[src/hdl/srg_pkg.sv]
`timescale 1ns / 1ps
`default_nettype none
package srg_pkg;

  localparam int MaxPoints = 16;
  localparam int IdxW      = 4;
  localparam int CntW      = 5;
  localparam int PosW      = 17;
  localparam logic [PosW-1:0] PosOne = 17'h10000;

  localparam logic [2:0] CFG_SHIFT      = 3'd0;
  localparam logic [2:0] CFG_RANGE_LO   = 3'd1;
  localparam logic [2:0] CFG_RANGE_HI   = 3'd2;
  localparam logic [2:0] CFG_RAMP_WIDTH = 3'd3;
  localparam logic [2:0] CFG_LOW_RED    = 3'd4;
  localparam logic [2:0] CFG_LOW_GREEN  = 3'd5;
  localparam logic [2:0] CFG_LOW_BLUE   = 3'd6;
  localparam logic [2:0] CFG_LOW_ALPHA  = 3'd7;

  typedef logic [3:0][15:0] color_t;

  typedef enum logic [4:0] {
    ST_IDLE, ST_CHK, ST_NDIV, ST_INS, ST_WINIT, ST_FETCH, ST_DECIDE,
    ST_LR_EMIT, ST_ADV, ST_PK_EMIT, ST_GAP, ST_LOW1, ST_LOW2, ST_MID_EMIT,
    ST_TPEAK, ST_RR_EMIT, ST_BM1, ST_BM2, ST_BDS, ST_BDW
  } state_t;

  typedef enum logic [1:0] {
    BL_LRAMP, BL_MID, BL_RRAMP
  } blsel_t;

  typedef enum logic [2:0] {
    NODE_LRAMP, NODE_PEAK, NODE_LOW1, NODE_LOW2, NODE_MID, NODE_RRAMP
  } node_t;

  typedef struct packed {
    logic   capture;
    logic   t_direct_ld;
    logic   div_norm;
    logic   t_div_ld;
    logic   insert;
    logic   walk_init;
    logic   fetch;
    logic   advance;
    logic   bl_init;
    blsel_t bl_sel;
    logic   mul1;
    logic   mul2;
    logic   div_blend;
    logic   ch_store;
    logic   emit;
    node_t  node;
    logic   emit_last;
    logic   clr_count;
  } cmd_t;

  typedef struct packed {
    logic in_last;
    logic full;
    logic need_div;
    logic div_done;
    logic walk_end;
    logic have_prev;
    logic e_pos_nz;
    logic dup;
    logic gap_gt2d;
    logic gap_gtd;
    logic a_lt_one;
    logic out_free;
    logic ch_last;
  } status_t;

endpackage
`default_nettype wire

[src/hdl/srg_ctrl.sv]
`timescale 1ns / 1ps
`default_nettype none
module srg_ctrl (
  input  logic             clk,
  input  logic             rst,
  input  logic             in_valid,
  output logic             in_ready,
  input  srg_pkg::status_t sts,
  output srg_pkg::cmd_t    cmd
);
  import srg_pkg::*;

  state_t state, state_next;
  state_t ret, ret_next;

  always_ff @(posedge clk) begin
    if (rst) begin
      state <= ST_IDLE;
      ret   <= ST_IDLE;
    end else begin
      state <= state_next;
      ret   <= ret_next;
    end
  end

  always_comb begin
    state_next = state;
    ret_next   = ret;
    cmd        = '0;
    in_ready   = 1'b0;
    case (state)
      ST_IDLE: begin
        in_ready = 1'b1;
        if (in_valid) begin
          cmd.capture = 1'b1;
          state_next  = ST_CHK;
        end
      end
      ST_CHK: begin
        if (sts.full) begin
          state_next = sts.in_last ? ST_WINIT : ST_IDLE;
        end else if (sts.need_div) begin
          cmd.div_norm = 1'b1;
          state_next   = ST_NDIV;
        end else begin
          cmd.t_direct_ld = 1'b1;
          state_next      = ST_INS;
        end
      end
      ST_NDIV: begin
        if (sts.div_done) begin
          cmd.t_div_ld = 1'b1;
          state_next   = ST_INS;
        end
      end
      ST_INS: begin
        cmd.insert = 1'b1;
        state_next = sts.in_last ? ST_WINIT : ST_IDLE;
      end
      ST_WINIT: begin
        cmd.walk_init = 1'b1;
        state_next    = ST_FETCH;
      end
      ST_FETCH: begin
        if (sts.walk_end) begin
          state_next = ST_TPEAK;
        end else begin
          cmd.fetch  = 1'b1;
          state_next = ST_DECIDE;
        end
      end
      ST_DECIDE: begin
        if (!sts.have_prev) begin
          if (sts.e_pos_nz) begin
            cmd.bl_init = 1'b1;
            cmd.bl_sel  = BL_LRAMP;
            ret_next    = ST_LR_EMIT;
            state_next  = ST_BM1;
          end else begin
            state_next = ST_ADV;
          end
        end else if (sts.dup) begin
          state_next = ST_FETCH;
        end else begin
          state_next = ST_PK_EMIT;
        end
      end
      ST_LR_EMIT: begin
        if (sts.out_free) begin
          cmd.emit   = 1'b1;
          cmd.node   = NODE_LRAMP;
          state_next = ST_ADV;
        end
      end
      ST_ADV: begin
        cmd.advance = 1'b1;
        state_next  = ST_FETCH;
      end
      ST_PK_EMIT: begin
        if (sts.out_free) begin
          cmd.emit   = 1'b1;
          cmd.node   = NODE_PEAK;
          state_next = ST_GAP;
        end
      end
      ST_GAP: begin
        if (sts.gap_gt2d) begin
          state_next = ST_LOW1;
        end else if (sts.gap_gtd) begin
          cmd.bl_init = 1'b1;
          cmd.bl_sel  = BL_MID;
          ret_next    = ST_MID_EMIT;
          state_next  = ST_BM1;
        end else begin
          state_next = ST_ADV;
        end
      end
      ST_LOW1: begin
        if (sts.out_free) begin
          cmd.emit   = 1'b1;
          cmd.node   = NODE_LOW1;
          state_next = ST_LOW2;
        end
      end
      ST_LOW2: begin
        if (sts.out_free) begin
          cmd.emit   = 1'b1;
          cmd.node   = NODE_LOW2;
          state_next = ST_ADV;
        end
      end
      ST_MID_EMIT: begin
        if (sts.out_free) begin
          cmd.emit   = 1'b1;
          cmd.node   = NODE_MID;
          state_next = ST_ADV;
        end
      end
      ST_TPEAK: begin
        if (sts.out_free) begin
          cmd.emit      = 1'b1;
          cmd.node      = NODE_PEAK;
          cmd.emit_last = !sts.a_lt_one;
          if (sts.a_lt_one) begin
            cmd.bl_init = 1'b1;
            cmd.bl_sel  = BL_RRAMP;
            ret_next    = ST_RR_EMIT;
            state_next  = ST_BM1;
          end else begin
            cmd.clr_count = 1'b1;
            state_next    = ST_IDLE;
          end
        end
      end
      ST_RR_EMIT: begin
        if (sts.out_free) begin
          cmd.emit      = 1'b1;
          cmd.node      = NODE_RRAMP;
          cmd.emit_last = 1'b1;
          cmd.clr_count = 1'b1;
          state_next    = ST_IDLE;
        end
      end
      ST_BM1: begin
        cmd.mul1   = 1'b1;
        state_next = ST_BM2;
      end
      ST_BM2: begin
        cmd.mul2   = 1'b1;
        state_next = ST_BDS;
      end
      ST_BDS: begin
        cmd.div_blend = 1'b1;
        state_next    = ST_BDW;
      end
      ST_BDW: begin
        if (sts.div_done) begin
          cmd.ch_store = 1'b1;
          state_next   = sts.ch_last ? ret : ST_BM1;
        end
      end
      default: state_next = ST_IDLE;
    endcase
  end

endmodule
`default_nettype wire

[config.mk]
export PLATFORM = sky130hd
export DESIGN_NAME = srg_ctrl
export DESIGN_NICKNAME = d
export VERILOG_FILES = /design/src/hdl/srg_pkg.sv /design/src/hdl/srg_ctrl.sv
export SDC_FILE = /design/constraint.sdc
export NUM_CORES = 1
export LEC_CHECK = 0
export BUFFER_PORTS_ARGS = -buffer_cell sky130_fd_sc_hd__clkbuf_2
export CAP_MARGIN = 40
export CELL_PAD_IN_SITES_DETAIL_PLACEMENT = 1
export CELL_PAD_IN_SITES_GLOBAL_PLACEMENT = 2
export CORE_MARGIN = 8
export CORE_UTILIZATION = 26
export CTS_CLUSTER_DIAMETER = 60
export DETAILED_ROUTE_END_ITERATION = 16
export PLACE_DENSITY_LB_ADDON = 0.1
export SLEW_MARGIN = 10
export SYNTH_ARGS = -nofsm -noshare
export SYNTH_HDL_FRONTEND = slang
export SYNTH_SLANG_ARGS = --single-unit
[constraint.sdc]
create_clock -name clk -period 3.45 [get_ports clk]
set_input_delay 0.1725 -clock clk [delete_from_list [all_inputs] [get_ports clk]]
set_output_delay 0.1725 -clock clk [all_outputs]
set_load 0.02 [all_outputs]
Yosys cells after proc, flatten, opt, wreduce, memory -nomap -nowiden
Index checks and enable logic that the tools add are counted.
W data, S select, Z words.
Operators by class
  reduce and logical (&&, ||, !) cells: 7
  eq/ne operators: 32
  muxes and demuxes: 62
Operators by type and width (count)
  $mux W5: 21
  $pmux W5 S17: 1
  $eq A5 B4 Y1 const B: 8
  $mux W4: 7
  $pmux W4 S7: 1
  $ne A2 B2 Y1 const B: 12
  $mux W3: 7
  $eq A5 B3 Y1 const B: 4
  $eq A5 B5 Y1 const B: 4
  $mux W1: 18
  $pmux W5 S3: 1
  $mux W6: 2
  $eq A5 B2 Y1 const B: 2
  $pmux W3 S3: 1
  $reduce_and A8 Y1: 1
  $reduce_and A7 Y1: 1
  $eq A5 B1 Y1 const B: 1
  $logic_not A5 Y1: 1
  $mux W2: 2
  $pmux W2 S2: 1
  $reduce_bool A3 Y1: 1
  $reduce_or A3 Y1: 1
  $ne A2 B1 Y1 const B: 1
  $reduce_or A2 Y1: 1
  $logic_not A1 Y1: 1
Storage, ports and cells
  word-level logic and storage cells: 103
  output and inout port bits: 22
  input bits: 16
  bits in registers: 10

Longest topological paths before layout
Gate-level depths: netlist of run 1.
  word-level depth: 4
  mapped depth: 7
  gate-level depth less buffers: 5

Worst setup path after synthesis of run 1
Ideal clock, no wire load.
  kind: register to output
  start: register state[2]
  end: output port cmd[1] (netlist bit)
  data required time: 3.277 ns
  stages on the path, launching flop included: 6
  arrival: 1.965 ns
  path slack: 1.312 ns
  path buffers: 3
  cells stage by stage: dfxtp_1 > clkbuf_1 > clkbuf_1 > nand4_1 > a211oi_1 > buf_4
RTL lines
  start: declaration: line srg_ctrl.sv:13  | state_t state, state_next;
  start signal: assignment: line srg_ctrl.sv:21  | state <= state_next;
  end: declaration: line srg_ctrl.sv:9  | output srg_pkg::cmd_t cmd

==> impl_results.md, run 1 <==
* Post-CTS Hold Fix Bufs at 0
* DR WL/cell at around 17 um
* Mapped Cells at around 130
* Slowest cell on the critical path: or4b_2
* H-tree levels at 1
* Post-synthesis cell type count at 43
* Crit path arrival time at about 2400 ps
* PD cells at 798 mW/mm2
* Longest Clk Path Bufs at 2
* Worst Skew at around 1.7 ps
* IO Port Bufs at 37
* Fin nets at 174
* Setup violations, final at 0
* Max-slew violation count at 0
* CTS sink count at 8
* Worst Tran Pin Value at 751 ps
* Filler cells at about 460
* Cell taking the most area after synthesis: dfxtp_1
* Worst path max stage delay at around 700 ps
* Core area at roughly 0.0033 mm2
* Worst-path fanout max at 16
* Synth Area per Inst at 6.83 um2
* CP endpoint kind: output port
* Global-route wire length before repair at 5740 um
* Worst Path Required at 3280 ps
* Pin count of the biggest net entering global routing at 25
* Final period utilization at approximately 74%
* Root Driver: clkbuf_4
* RSZ-0062 raised after global routing: no
* Post-synth ARST share at 0%
* Syn_nets at 148
* Final WL at between 3000 and 4000 um
* DP Wirelength at 2620 um
* GP Congestion at between 0.7 and 0.8
* Worst Setup SP: state[1]$_SDFFE_PP0P_
* Leakage Power at 0.464 nW
* Clock Latency Late Sink at 250 ps
* Overflow after GRT at 0
* Final Core Density at between 30% and 40%
* Synth-to-layout area growth at 21.1%
* Post-Syn Area at 902 um2
* Cts repair resizes at 0
* MaxCap Viol Count at 0
* Crit path launch type: flip-flop
* Slew margin rel. at 49.8%
* DRT antenna net count at 0
* # diodes at 0
* Top FF cell, synth: dfxtp_1
* Tmin final at 2540 ps
* Vias at 1080
* Crit Path Class: reg2out
* Total die area at between 0.005 and 0.006 mm2
* Setup TNS at 0 ps
* Hold Crit Start: rst
* DRC Markers at 0
* Peak VDD IR at 0.000175 V
* DR vias/cell at around 5.3
* Worst-path clk slew at 50 ps
* Horiz. Die Dim at 74.9 um
* Die Ht at about 75 um
* Register bit total from synthesis at 8
* Critical register-to-register path startpoint: state[1]$_SDFFE_PP0P_
* Post-synth top area share at approximately 18%
* Starting Density at 27.0%
* Vias in the first global route at about 1.1k
* Global router's overall resource usage at about an eighth
* Initial antenna violation count at 0
* Post-synth EDFFs at 0
* Post-CTS Setup Bufs at 0
* Crit path cell chain: nand3b_1, or4b_2, inv_1, nor3_1, inv_1, clkbuf_2
* 1st-pass router iterations at 4
* CTS tree: built
* 1st-iter DRT viols at 75
* Final Hold Viols at 0
* Ports at 38
* Top cells by area, synth: dfxtp_1, nor2_1, a31oi_1
* CP most frequent cell: inv_1
* Cell row count at 21
* Worst min-delay path category: in2reg
* Synth Warn # at 0
* Status: finished, final reports clean
* FMAX at between 300 and 400 MHz
* Seq/Total Area, Yosys at between 10% and 20%
* TritonCTS buffer count at 3
* Layout cell share with drive strength beyond 1 at 29.5%
-- cell usage after synthesis (all sizes together) (2+ instances only) --
library cell / instances
a211oi: 3
a21oi: 5
a311oi: 5
a31oi: 6
and3: 4
buf: 8
clkbuf: 8
dfxtp: 8
inv: 10
nand2: 5
nand2b: 4
nand3: 4
nand3b: 5
nand4: 2
nor2: 12
nor2b: 4
nor3: 6
nor4: 6
o211ai: 2
o21ai: 2
or3: 4
or3b: 2
xor2: 2
-- per-stage QoR --
stage,setup slack (ps),total power [mW],area [um2],hold WS (ps),instances
floorplan,1310,0.668,902,426,132
global placement,1210,0.803,1070,462,199
detailed placement,1200,0.799,1070,461,199
CTS,916,0.876,1090,209,202
global route,752,0.950,1090,242,202
finish,912,0.871,1090,223,202
-- flip-flops by register name, summed over array words and instances (netlist names) --
signal,flops
ret,3
state,5
-- final timing paths --
path | endpoint | depth (start not counted) | slack, ps
worst min register to register | ret[2]$_SDFFE_PP0P_ | 2 | 470
worst max register to register | state[4]$_SDFFE_PP0P_ | 5 | 1240
worst max-delay path | cmd[12] | 6 | 910
worst min-delay path | state[3]$_SDFFE_PP0P_ | 2 | 220
-- layer usage --
metal  wire (um)  vias to the layer above  track usage, %  share of wire [%]
met4          36                        0            3.91                1.1
li1            -                      535               -                  -
met5           0                        -               0                  0
met2        1600                       27            20.3                 47
met3         143                        4            2.80                4.2
met1        1630                      514            17.3                 48
-- layout by cell type, fill, tap and decap left out, types with 5 or more instances in the layout --
cell type,n
nand2_1,5
dfxtp_1,8
nor3_1,6
nor4_1,6
nor2_1,12
clkbuf_2,37
nand3b_1,5
a21oi_1,5
a31oi_1,6
inv_1,10
-- critical path, delay by kind of cell, from the launching register on --
| family | cells | cell delay [ps] |
|---|---|---|
| and+or+nand+nor | 3 | 1040 |
| DFF | 1 | 690 |
| buffers and inverters | 3 | 370 |
-- cell families (layout without fill, tap and decap cells) --
group	Yosys count	count (layout)	share of synthesized area, %
compound gates	29	29	23.7
xor+xnor	3	3	2.91
buf+inv	26	50	12.5
flops	8	8	17.8
mux	1	1	1.11
simple gates	65	65	42.0
-- final cells by class --
class	instances	area [um2]	area share (%)
repair buffers	37	185	17.0
multi-input cells	98	629	57.6
flip-flops and latches	8	160	14.7
well taps	46	57.6	5.27
clock buffers	3	22.5	2.06
inverters	10	37.5	3.44
-- power by group --
part | internal, mW | leakage [nW] | switching [mW]
combinational | 0.223 | 0.385 | 0.319
clock | 0.0396 | 0.0138 | 0.0290
sequential | 0.121 | 0.0655 | 0.139
(Power assumes the default switching activity.)
==> inputs of run 2 (changes only) <==
Settings changed: CORE_UTILIZATION 26 to 24.
Clock period 3.45 ns to 2.5 ns, I/O delays scaled along.
==> impl_results.md, run 2 (same netlist as run 1, synthesis figures left out) <==
* Status: finished, final reports clean
* Largest register by flop count: state
* CTS sink count at 8
* Peak VDD IR at approximately 0.00028 V
* Final period utilization at 88.7%
* Core area at 0.00363 mm2
* Power after layout at between 1 and 1.5 mW
* Pre-CTS WS at approximately 350 ps
* Global router's overall resource usage at between 10% and 20%
* Worst min-delay path category: in2reg
* Cts repair resizes at 0
* DRT antenna net count at 0
* Worst Path Required at between 2000 and 2500 ps
* Final WL at approximately 3500 um
* Slew margin rel. at about 43%
* Setup TNS at 0 ps
* MaxCap Viol Count at 0
* PD cells at ~1100 mW/mm2
* Final instance area at 0.00115 mm2
* Cell row count at 22
* IO Port Bufs at 37
* Total die area at about 0.006 mm2
* Worst-path fanout max at 10
* Worst Skew at roughly 2.4 ps
* Setup violations, final at 0
* 1st-iter DRT viols at 46
* Post-CTS Setup Bufs at 0
* Max FFs per register at 5
* DRC Markers at 0
* Layout cell share with drive strength beyond 1 at between 30% and 40%
* TritonCTS buffer count at 3
* RSZ-0062 raised after global routing: no
* Post-CTS Hold Fix Bufs at 0
* Initial antenna violation count at 0
* Worst-path clk slew at roughly 40 ps
* Leakage Power at approximately 0.5 nW
* Crit path arrival time at ~2100 ps
* Fin cells at about 210
* Vias in the first global route at around 1.2k
* CTS tree: built
* Pin count of the biggest net entering global routing at 20
* GP Congestion at a little under 0.8
* Most common cell after layout, fill and taps aside: clkbuf_2
* Die Ht at a little under 80 um
* Vias at roughly 1.1k
* Fin nets at ~180
* DR vias/cell at about 5.3
* Synth-to-layout area growth at 27.6%
* Met3 WL post-DR at 124 um
* Root Driver: clkbuf_8
* 1st-pass router iterations at 4
* Starting Density at around a quarter
* Placed instance count at just over 200
* Ports at 38
* H-tree levels at 1
* Horiz. Die Dim at around 77 um
* DP Wirelength at 2840 um
* Clock Latency Late Sink at 230 ps
* Setup WS post-layout at roughly 280 ps
* Top layer reached by signal wires: met4
* Routed met1 length at ~1600 um
* Max-slew violation count at 0
* Global-route wire length before repair at slightly below 6000 um
* Crit path launch type: flip-flop
* FMAX at about 450 MHz
* Metal2 WL at about 1700 um
* Longest Clk Path Bufs at 2
* Crit Path Class: reg2out
* # diodes at 0
* DR WL/cell at 16.6 um
* CP endpoint kind: output port
* Post-DP Area at between 0.001 and 0.0015 mm2
* Worst Tran Pin Value at just over 800 ps
* Regs by FF count: state (5), ret (3)
* Final Hold Viols at 0
* Commonest non-fill, non-tap cells in the layout: clkbuf_2, nor2_1, inv_1
* Overflow after GRT at 0
* Tmin final at roughly 2200 ps
## run 2: power by group
part,internal (mW),switching [mW]
combinational,0.351,0.542
sequential,0.168,0.0994
clock,0.105,0.0544
## run 2: final timing paths
| path | cells after the start | from | end | slack [ps] |
|---|---|---|---|---|
| worst max-delay path | 6 | state[3]$_SDFFE_PP0P_ | cmd[12] | 280 |
| worst min-delay path | 2 | rst | ret[2]$_SDFFE_PP0P_ | 190 |
| worst max register to register | 4 | state[4]$_SDFFE_PP0P_ | state[3]$_SDFFE_PP0P_ | 330 |
| worst min register to register | 2 | ret[2]$_SDFFE_PP0P_ | ret[2]$_SDFFE_PP0P_ | 450 |
## run 2: through the flow
stage | util [%] | hold WS, ps
3_3_place_gp | 30.5 | 435
4_1_cts | 31.7 | 189
6_report | 31.7 | 193
3_5_place_dp | 30.5 | 435
2_1_floorplan | - | 339
5_1_grt | 31.7 | 211
## run 2: layer usage
metal	global-route usage [%]	vias up
met5	0	-
met2	20.3	28
met4	2.83	0
met1	14.2	543
met3	3.03	2
li1	-	542
## run 2: area by class of cell
cell class | count | area (um2)
clock buffer | 3 | 41.3
fill | 471 | 2480
inverter | 10 | 37.5
multi-input combinational | 98 | 629
sequential | 8 | 160
tap | 48 | 60.1
timing repair buffer | 42 | 223
## run 2: critical path, stage by stage, from the launching register on
cell and delay [ps]:
dfxtp_1 510, nand3b_1 210, or4b_2 680, inv_1 160, nor3_1 90, inv_1 50
clkbuf_2 160
